`config.mk`:
```
export PLATFORM = sky130hd
export DESIGN_NAME = modular_dot_product
export DESIGN_NICKNAME = d
export VERILOG_FILES = /design/src/hw/rtl/mdp_pkg.sv /design/src/hw/rtl/mdp_reduce_lane.sv /design/src/hw/rtl/mdp_mulmod.sv /design/src/hw/rtl/modular_dot_product.sv
export SDC_FILE = /design/constraint.sdc
export NUM_CORES = 2
export LEC_CHECK = 0
export ABC_AREA = 1
export BUFFER_PORTS_ARGS = -buffer_cell sky130_fd_sc_hd__buf_2
export CORE_MARGIN = 5
export CORE_UTILIZATION = 23
export DETAILED_ROUTE_END_ITERATION = 12
export MAX_ROUTING_LAYER = met4
export REMOVE_ABC_BUFFERS = 1
export SETUP_SLACK_MARGIN = 0.4
export SLEW_MARGIN = 20
export SYNTH_ARGS = -nofsm -noshare
export SYNTH_HDL_FRONTEND = slang
export SYNTH_SLANG_ARGS = --single-unit
```
`constraint.sdc`:
```
create_clock -name clock -period 12.9 [get_ports clock]
set_clock_uncertainty 0.15 [all_clocks]
set_input_delay 0 -clock clock [delete_from_list [all_inputs] [get_ports clock]]
set_output_delay 0 -clock clock [all_outputs]
set_load 0.005 [all_outputs]
```
`src/hw/rtl/mdp_pkg.sv`:
```
// Shared types, constants and helpers for the modular dot product block.
`default_nettype none

package mdp_pkg;

   localparam int ElemWidth  = 32;
   localparam int ModWidth   = 31;
   localparam int CountWidth = $clog2(ElemWidth);

   localparam logic [ModWidth-1:0]   ModulusReset = {ModWidth{1'b1}};
   localparam logic [CountWidth-1:0] CountLast    = CountWidth'(ElemWidth - 1);

   typedef enum logic [2:0] {
      ST_IDLE,
      ST_REDUCE,
      ST_MULT,
      ST_FIX,
      ST_SUM,
      ST_DONE
   } mdp_state_type;

   typedef struct packed {
      logic load;
      logic step;
   } mdp_ctrl_type;

   // Maps a residue r of a magnitude back to the residue of the signed value.
   function automatic logic [ModWidth-1:0] mdp_negate_mod(input logic [ModWidth-1:0] p,
                                                          input logic [ModWidth-1:0] r,
                                                          input logic neg);
      mdp_negate_mod = (neg && (r != '0)) ? (p - r) : r;
   endfunction

endpackage

`default_nettype wire

```
`src/hw/rtl/mdp_reduce_lane.sv`:
```
// Bit-serial restoring reduction of a 32-bit magnitude modulo p.
`default_nettype none

module mdp_reduce_lane import mdp_pkg::*; (
   input  wire logic                  clock,
   input  wire mdp_ctrl_type          ctrl,
   input  wire logic [ElemWidth-1:0]  load_value,
   input  wire logic [ModWidth-1:0]   modulus,
   output logic      [ModWidth-1:0]   remainder
);

   logic [ElemWidth-1:0] shift_ff, shift_in;
   logic [ModWidth-1:0]  rem_ff, rem_in;
   logic [ModWidth:0]    trial;
   logic [ModWidth:0]    diff;

   always_comb begin
      // One dividend bit enters per cycle while step is asserted; the remainder stays below p.
      trial    = {rem_ff, shift_ff[ElemWidth-1]};
      diff     = trial - {1'b0, modulus};
      shift_in = shift_ff;
      rem_in   = rem_ff;
      if (ctrl.load) begin
         shift_in = load_value;
         rem_in   = '0;
      end else if (ctrl.step) begin
         shift_in = {shift_ff[ElemWidth-2:0], 1'b0};
         rem_in   = (trial >= {1'b0, modulus}) ? diff[ModWidth-1:0] : trial[ModWidth-1:0];
      end
   end

   always_ff @(posedge clock) begin
      shift_ff <= shift_in;
      rem_ff   <= rem_in;
   end

   assign remainder = rem_ff;

endmodule

`default_nettype wire

```
`src/hw/rtl/mdp_mulmod.sv`:
```
// Bit-serial modular multiplier, most significant multiplier bit first.
`default_nettype none

module mdp_mulmod import mdp_pkg::*; (
   input  wire logic                  clock,
   input  wire mdp_ctrl_type          ctrl,
   input  wire logic [ElemWidth-1:0]  load_value,
   input  wire logic [ModWidth-1:0]   multiplicand,
   input  wire logic [ModWidth-1:0]   modulus,
   output logic      [ModWidth-1:0]   product
);

   logic [ElemWidth-1:0] shift_ff, shift_in;
   logic [ModWidth-1:0]  acc_ff, acc_in;
   logic [ModWidth+1:0]  dbl;
   logic [ModWidth+1:0]  addend;
   logic [ModWidth+1:0]  total;
   logic [ModWidth+2:0]  less_one;
   logic [ModWidth+2:0]  less_two;

   always_comb begin
      // acc = 2*acc + bit*multiplicand lies below 3p, so at most 2p comes off.
      dbl      = {1'b0, acc_ff, 1'b0};
      addend   = shift_ff[ElemWidth-1] ? {2'b00, multiplicand} : '0;
      total    = dbl + addend;
      less_one = {1'b0, total} - {3'b000, modulus};
      less_two = {1'b0, total} - {2'b00, modulus, 1'b0};
      shift_in = shift_ff;
      acc_in   = acc_ff;
      if (ctrl.load) begin
         shift_in = load_value;
         acc_in   = '0;
      end else if (ctrl.step) begin
         shift_in = {shift_ff[ElemWidth-2:0], 1'b0};
         if (!less_two[ModWidth+2]) begin
            acc_in = less_two[ModWidth-1:0];
         end else if (!less_one[ModWidth+2]) begin
            acc_in = less_one[ModWidth-1:0];
         end else begin
            acc_in = total[ModWidth-1:0];
         end
      end
   end

   always_ff @(posedge clock) begin
      shift_ff <= shift_in;
      acc_ff   <= acc_in;
   end

   assign product = acc_ff;

endmodule

`default_nettype wire

```
`src/hw/rtl/modular_dot_product.sv`:
```
// Top level of the modular dot product with symmetric residue output.
//
//   channel  direction  handshake              payload
//   req      in         req_valid/req_ready    req_elem_a, req_elem_b, req_last_pair
//   rsp      out        rsp_valid/rsp_ready    rsp_dot_residue
//   csr      in         csr_wr_en              csr_wr_data (modulus)
//
// A beat is accepted only in ST_IDLE: after acceptance two bit-serial lanes reduce
// |elem_b| and |running sum| mod p, then the bit-serial modular multiplier runs over
// |elem_a|, then come the fix-up states ST_FIX, ST_SUM and ST_DONE; req_ready
// returns in the cycle after ST_DONE, so a new beat waits until the last is through.
// Reset is synchronous: it sets the modulus to 2^31-1 and clears the running sum.
// A last beat waits in its final cycle while an earlier result is not yet taken.
`default_nettype none

module modular_dot_product import mdp_pkg::*; (
   input  wire logic                        clock,
   input  wire logic                        reset,
   input  wire logic                        req_valid,
   output logic                             req_ready,
   input  wire logic signed [ElemWidth-1:0] req_elem_a,
   input  wire logic signed [ElemWidth-1:0] req_elem_b,
   input  wire logic                        req_last_pair,
   output logic                             rsp_valid,
   input  wire logic                        rsp_ready,
   output logic signed [ModWidth-1:0]       rsp_dot_residue,
   input  wire logic                        csr_wr_en,
   input  wire logic [ModWidth-1:0]         csr_wr_data
);

   mdp_state_type            state_ff, state_in;
   logic [CountWidth-1:0]    cnt_ff, cnt_in;
   logic [ModWidth-1:0]      modulus_ff;
   logic [ModWidth-1:0]      p_eff;
   logic                     last_ff, last_in;
   logic                     prod_neg_ff, prod_neg_in;
   logic                     rs_neg_ff, rs_neg_in;
   logic [ElemWidth-1:0]     running_sum_ff, running_sum_in;
   logic [ModWidth-1:0]      m_ff, m_in;
   logic [ModWidth-1:0]      rsm_ff, rsm_in;
   logic [ModWidth-1:0]      sum_ff, sum_in;
   logic                     rsp_valid_ff, rsp_valid_in;
   logic [ModWidth-1:0]      rsp_data_ff, rsp_data_in;

   logic [ElemWidth-1:0]     a_bits, b_bits;
   logic [ElemWidth-1:0]     a_mag, b_mag, rs_mag;
   logic [ModWidth-1:0]      b_rem, rs_rem, prod_rem;
   logic [ModWidth:0]        pair_sum;
   logic [ElemWidth-1:0]     sym;
   mdp_ctrl_type             lane_ctrl, mul_ctrl;

   assign p_eff  = (modulus_ff < ModWidth'(2)) ? ModWidth'(1) : modulus_ff;
   assign a_bits = req_elem_a;
   assign b_bits = req_elem_b;
   assign a_mag  = a_bits[ElemWidth-1] ? (~a_bits + ElemWidth'(1)) : a_bits;
   assign b_mag  = b_bits[ElemWidth-1] ? (~b_bits + ElemWidth'(1)) : b_bits;
   assign rs_mag = running_sum_ff[ElemWidth-1] ? (~running_sum_ff + ElemWidth'(1))
                                               : running_sum_ff;

   mdp_reduce_lane u_b_lane (
      .clock      (clock),
      .ctrl       (lane_ctrl),
      .load_value (b_mag),
      .modulus    (p_eff),
      .remainder  (b_rem)
   );

   mdp_reduce_lane u_rs_lane (
      .clock      (clock),
      .ctrl       (lane_ctrl),
      .load_value (rs_mag),
      .modulus    (p_eff),
      .remainder  (rs_rem)
   );

   mdp_mulmod u_mulmod (
      .clock        (clock),
      .ctrl         (mul_ctrl),
      .load_value   (a_mag),
      .multiplicand (b_rem),
      .modulus      (p_eff),
      .product      (prod_rem)
   );

   always_comb begin
      state_in       = state_ff;
      cnt_in         = cnt_ff;
      last_in        = last_ff;
      prod_neg_in    = prod_neg_ff;
      rs_neg_in      = rs_neg_ff;
      running_sum_in = running_sum_ff;
      m_in           = m_ff;
      rsm_in         = rsm_ff;
      sum_in         = sum_ff;
      rsp_valid_in   = rsp_valid_ff && !rsp_ready;
      rsp_data_in    = rsp_data_ff;
      req_ready      = 1'b0;
      lane_ctrl      = '0;
      mul_ctrl       = '0;
      pair_sum       = {1'b0, m_ff} + {1'b0, rsm_ff};
      // Symmetric range: values above p/2 move down by p (two's complement wrap).
      sym            = ({sum_ff, 1'b0} > {1'b0, p_eff})
                       ? ({1'b0, sum_ff} - {1'b0, p_eff}) : {1'b0, sum_ff};

      unique case (state_ff)
         ST_IDLE: begin
            req_ready = 1'b1;
            if (req_valid) begin
               lane_ctrl.load = 1'b1;
               mul_ctrl.load  = 1'b1;
               last_in        = req_last_pair;
               prod_neg_in    = a_bits[ElemWidth-1] ^ b_bits[ElemWidth-1];
               rs_neg_in      = running_sum_ff[ElemWidth-1];
               cnt_in         = '0;
               state_in       = ST_REDUCE;
            end
         end
         ST_REDUCE: begin
            lane_ctrl.step = 1'b1;
            cnt_in         = cnt_ff + CountWidth'(1);
            if (cnt_ff == CountLast) begin
               state_in = ST_MULT;
            end
         end
         ST_MULT: begin
            mul_ctrl.step = 1'b1;
            cnt_in        = cnt_ff + CountWidth'(1);
            if (cnt_ff == CountLast) begin
               state_in = ST_FIX;
            end
         end
         ST_FIX: begin
            m_in     = mdp_negate_mod(p_eff, prod_rem, prod_neg_ff);
            rsm_in   = mdp_negate_mod(p_eff, rs_rem, rs_neg_ff);
            state_in = ST_SUM;
         end
         ST_SUM: begin
            sum_in   = (pair_sum >= {1'b0, p_eff})
                       ? ModWidth'(pair_sum - {1'b0, p_eff}) : pair_sum[ModWidth-1:0];
            state_in = ST_DONE;
         end
         ST_DONE: begin
            if (last_ff) begin
               if (!rsp_valid_ff || rsp_ready) begin
                  rsp_valid_in   = 1'b1;
                  rsp_data_in    = sym[ModWidth-1:0];
                  running_sum_in = '0;
                  state_in       = ST_IDLE;
               end
            end else begin
               running_sum_in = sym;
               state_in       = ST_IDLE;
            end
         end
         default: begin
            state_in = ST_IDLE;
         end
      endcase
   end

   always_ff @(posedge clock) begin
      if (reset) begin
         state_ff       <= ST_IDLE;
         cnt_ff         <= '0;
         modulus_ff     <= ModulusReset;
         running_sum_ff <= '0;
         rsp_valid_ff   <= 1'b0;
      end else begin
         state_ff       <= state_in;
         cnt_ff         <= cnt_in;
         running_sum_ff <= running_sum_in;
         rsp_valid_ff   <= rsp_valid_in;
         if (csr_wr_en) begin
            modulus_ff <= csr_wr_data;
         end
      end
   end

   always_ff @(posedge clock) begin
      last_ff     <= last_in;
      prod_neg_ff <= prod_neg_in;
      rs_neg_ff   <= rs_neg_in;
      m_ff        <= m_in;
      rsm_ff      <= rsm_in;
      sum_ff      <= sum_in;
      rsp_data_ff <= rsp_data_in;
   end

   assign rsp_valid       = rsp_valid_ff;
   assign rsp_dot_residue = rsp_data_ff;

   // Both lane remainders must be proper residues once the multiplier uses them.
   a_lane_residue : assert property (@(posedge clock) disable iff (reset)
      (state_ff == ST_MULT) |-> ((b_rem < p_eff) && (rs_rem < p_eff)))
      else $error("reduction lane remainder not below modulus");

   // The folded sum must be fully reduced before the symmetric step.
   a_sum_reduced : assert property (@(posedge clock) disable iff (reset)
      (state_ff == ST_DONE) |-> (sum_ff < p_eff))
      else $error("sum not reduced below modulus");

   // A new result only comes from the final cycle of a beat marked last.
   a_rsp_source : assert property (@(posedge clock) disable iff (reset)
      $rose(rsp_valid_ff) |-> $past(last_ff && (state_ff == ST_DONE)))
      else $error("result raised without a last beat");

endmodule

`default_nettype wire
```
==> summary.txt <==
Outcome
  • Run status: finished clean

Worst setup path
  • Crit. End Element: flop
  • Most common cell on crit path: sky130_fd_sc_hd__nand2_1
  • Crit path max fanout: 32
  • Cell with the largest stage delay on the worst path: sky130_fd_sc_hd__inv_2
  • Critical register-to-register path endpoint: u_mulmod.product[13]
  • Endpoint arrival time on the critical path: 6.37 ns
  • Cell family contributing the most delay on the critical path: simple AND/OR/NAND/NOR gates
  • Launching point of the worst reg2reg path: u_mulmod.shift_ff[31]
  • Depth of the most critical reg-to-reg path: 28
  • Biggest cell delay along the critical path: 0.79 ns
  • Worst setup slack for register-to-register paths: 6.88 ns
  • Startpoint type of the worst setup path: flop
  • Number of buffers and inverters on the critical path: 7
  • Required time at the endpoint of the critical path: 13.25 ns
  • Critical Setup Path Class: flop to flop

Floorplan
  • Effective utilization at floorplan: 23.15%
  • Width of the chip: 398.5 um
  • Core footprint: 0.1500 mm2
  • DIE AREA: 0.1588 mm2
  • Die height: 398.5 um
  • Total number of placement rows: 142
  • IO Pins: 134

Clock tree
  • CTS tree: yes
  • TritonCTS sink count: 388
  • Number of gates given a new drive strength after cts: 0
  • Clk slew on worst S/H paths: 0.06 ns
  • CTS Buf Count: 49
  • Maximum clock path buffer count: 3
  • Post-CTS setup buffer count: 0
  • CTS HTree Levels: 2
  • Hold_buf cts: 218
  • Later-pin clock latency in the skew report: 0.65 ns
  • Clock root buffer master: sky130_fd_sc_hd__clkbuf_16

Min path
  • Source of the worst hold timing path: req_elem_b[0]
  • Worst hold path depth: 4
  • Hold crit path type: input port to flop
  • Worst Hold Path EP: u_b_lane.shift_ff[0]

Logic synthesis
  • Parity-gate share of the synthesized area counting xor and xnor cells: 7.945%
  • Portion of the post-synthesis area used by sequential elements: 28.81%
  • Number of enable-type register cells in the synthesized netlist: 223
  • Count of warnings emitted by yosys: 0
  • Async S/R FF share, synth: 0%
  • Top post-synthesis cells by area: sky130_fd_sc_hd__edfxtp_1 (19%), sky130_fd_sc_hd__ha_1 (12%), sky130_fd_sc_hd__nand2_1 (11%)
  • Synth unique cells: 63
  • Dominant cell type by area after synthesis: sky130_fd_sc_hd__edfxtp_1
  • Synth Area in Simple Gates: 22.46%
  • Compound-gate portion of the synthesized area: 20.33%
  • Adder and majority gate portion of the synthesized area: 12.87%
  • Largest family of logic cells by synthesized area: simple AND/OR/NAND/NOR gates
  • Post-synthesis instance area: 0.03471 mm2
  • Multiplexer area fraction after synthesis: 0%
  • Count of mapped cells out of synthesis: 4845
  • Ys flop type: sky130_fd_sc_hd__edfxtp_1
  • Number of synthesized register bits: 388
  • Area share of the leading cell type in the synthesized netlist: 19.29%
  • Post-synthesis area per instance: 7.163 um2

STA
  • Maximum achievable frequency: 0.1662 GHz
  • Worst hold slack after final layout: 0.1096 ns
  • RSZ-0062 raised after global routing: false
  • Part of the cycle the worst path needs: 46.65%
  • Slew headroom: 21.93%
  • TNS Setup: 0 ns
  • Setup violators final: 0
  • Time the worst path needs with I/O delays and setup: 6.017 ns
  • Slew @ Worst Pin: 1.170 ns
  • Number of failing hold endpoints at the final stage: 0
  • Final number of max-transition violations: 0

Pwr
  • Internal portion of total power: 0.004243 W
  • Power share of the clock group: 16.8%
  • Highest ir drop seen on vdd: 0.1629 mV
  • Sequential fraction of design power: 25.9%
  • Psw: 0.004118 W
  • Share of power burned in combinational logic: 57.3%
  • Switching Fraction: 49.25%
  • Leak: 18.12 nW
  • Power per cell area: 202.1 mW/mm2

Drt
  • First drt pass iteration count: 6
  • Vias: 34790
  • DRC violation total after the first TritonRoute iteration: 3199
  • Detailed Route WL: 127.1 mm
  • Average wire per cell in the routed design: 17.67 um
  • Routed Antenna Nets: 0
  • Via density: 4.839
  • Drt drc: 0

Placed design
  • Placed insts: 6876
  • Buffers on Ports: 133
  • Placed inst area: 0.03755 mm2
  • HPWL after detailed placement: 97.58 mm
  • RD Place Congestion: 0.9621

Flow run
  • Max_cap viols: 0

Layout
  • Final non-filler cell total: 7190
  • Multi-input logic area: 0.02211 mm2
  • Combined flip-flop and latch cell area: 0.01000 mm2
  • Ratio of cells with drive above 1 in the final layout: 6.518%
  • Commonest cells after routing, fill and taps aside: sky130_fd_sc_hd__nand2_1 (1005), sky130_fd_sc_hd__a21oi_1 (559), sky130_fd_sc_hd__inv_1 (526), sky130_fd_sc_hd__o21ai_0 (479), sky130_fd_sc_hd__ha_1 (341)
  • # fillers: 16430
  • Post-Layout Inst Area: 0.04137 mm2
  • Area growth from synthesis to final layout: 19.21%
  • Most frequent standard cell in the layout excluding fill and tap cells: sky130_fd_sc_hd__nand2_1
  • Total number of nets in the final design: 5581

Global route
  • Number of antenna violations at the first check in global routing: 8
  • Via count of the first global-routing pass: 32650
  • Total track usage: 15.79%
  • Total congestion overflow: 0
  • Global-route wire length before repair: 191.2 mm
  • Pin count of the biggest net entering global routing: 140
-- how the worst max path moves through the flow --
stage | start | end | slack [ns] | cells past startpoint
after floorplan | u_mulmod.shift_ff[31] | u_mulmod.product[13] | 7.84 | 27
after global placement | u_mulmod.shift_ff[31] | u_mulmod.product[28] | 6.97 | 29
after CTS | m_ff[0] | sum_ff[5] | 6.91 | 25
after detailed placement | u_mulmod.shift_ff[31] | u_mulmod.product[13] | 6.94 | 28
after global routing | u_mulmod.shift_ff[31] | u_mulmod.product[24] | 6.40 | 27
final | u_mulmod.shift_ff[31] | u_mulmod.product[13] | 6.88 | 28
-- worst register-to-register path, delay by kind of cell (launching register included) --
kind | cells | cell delay (ns)
AO/OA/AOI/OAI | 6 | 1.30
flip-flops | 1 | 0.32
buffers and inverters | 7 | 1.45
AND/OR/NAND/NOR | 12 | 1.80
adder cells (fa/ha/maj) | 3 | 0.90
-- flip-flops by register name, summed over array words and instances, names as in the netlist --
name,flops
cnt_ff,5
last_ff,1
m_ff,31
modulus_ff,31
prod_neg_ff,1
rs_neg_ff,1
rsm_ff,31
rsp_dot_residue,31
rsp_valid,1
running_sum_ff,32
state_ff,3
sum_ff,31
u_b_lane.remainder,31
u_b_lane.shift_ff,32
u_mulmod.product,31
u_mulmod.shift_ff,32
u_rs_lane.remainder,31
u_rs_lane.shift_ff,32
-- cells in the mapped netlist, drive strengths merged, types with 30 or more instances --
| cell | number |
|---|---|
| nor2 | 329 |
| xor2 | 190 |
| dfxtp | 165 |
| a31oi | 46 |
| a21oi | 562 |
| edfxtp | 223 |
| nand4 | 73 |
| buf | 33 |
| nor3 | 71 |
| inv | 531 |
| nand2 | 1020 |
| o21ai | 516 |
| nand3 | 220 |
| clkbuf | 119 |
| a21o | 32 |
| ha | 341 |
| nor4 | 30 |
| xnor2 | 124 |
| or2 | 34 |
-- power by group through the flow --
stage	registers, W	logic [W]	clock network, W
finish	0.00217	0.00479	0.00140
global route	0.00219	0.00530	0.00149
CTS	0.00216	0.00469	0.00144
detailed placement	0.00218	0.00459	0
global placement	0.00217	0.00458	0
floorplan	0.00204	0.00328	0
-- metrics by stage --
stage	setup slack [ns]	util [%]	total power [W]
floorplan	7.844	-	0.005321
CTS	6.907	27.58	0.008284
detailed placement	6.941	25.04	0.006770
global placement	6.975	25.04	0.006757
finish	6.883	27.59	0.008360
global route	6.403	27.59	0.008984
-- per-layer routing --
| metal | part of all wire [%] | up-vias | track usage (%) | wire (um) |
|---|---|---|---|---|
| li1 | - | 17160 | - | - |
| met2 | 42 | 1226 | 23.27 | 52960 |
| met1 | 47 | 16200 | 22.15 | 59370 |
| met5 | 0 | - | - | 0 |
| met4 | 4.0 | 0 | 5.428 | 5057 |
| met3 | 7.6 | 211 | 2.166 | 9680 |
-- cell families after synthesis --
| kind of cell | Yosys count |
|---|---|
| AND/OR/NAND/NOR | 1812 |
| AO/OA/AOI/OAI | 1297 |
| buffers and inverters | 683 |
| flip-flops | 388 |
| adder cells (fa/ha/maj) | 351 |
| XOR/XNOR | 314 |
-- cell type report --
cell class,instances,share of cell area [%]
Multi-Input combinational cell,3774,53.44
Sequential cell,388,24.17
Timing Repair Buffer,385,7.506
Tap cell,2016,6.097
Inverter,531,4.835
Clock buffer,63,3.212
Clock inverter,29,0.7197
Antenna cell,4,0.02419
(Power assumes the default switching activity.)
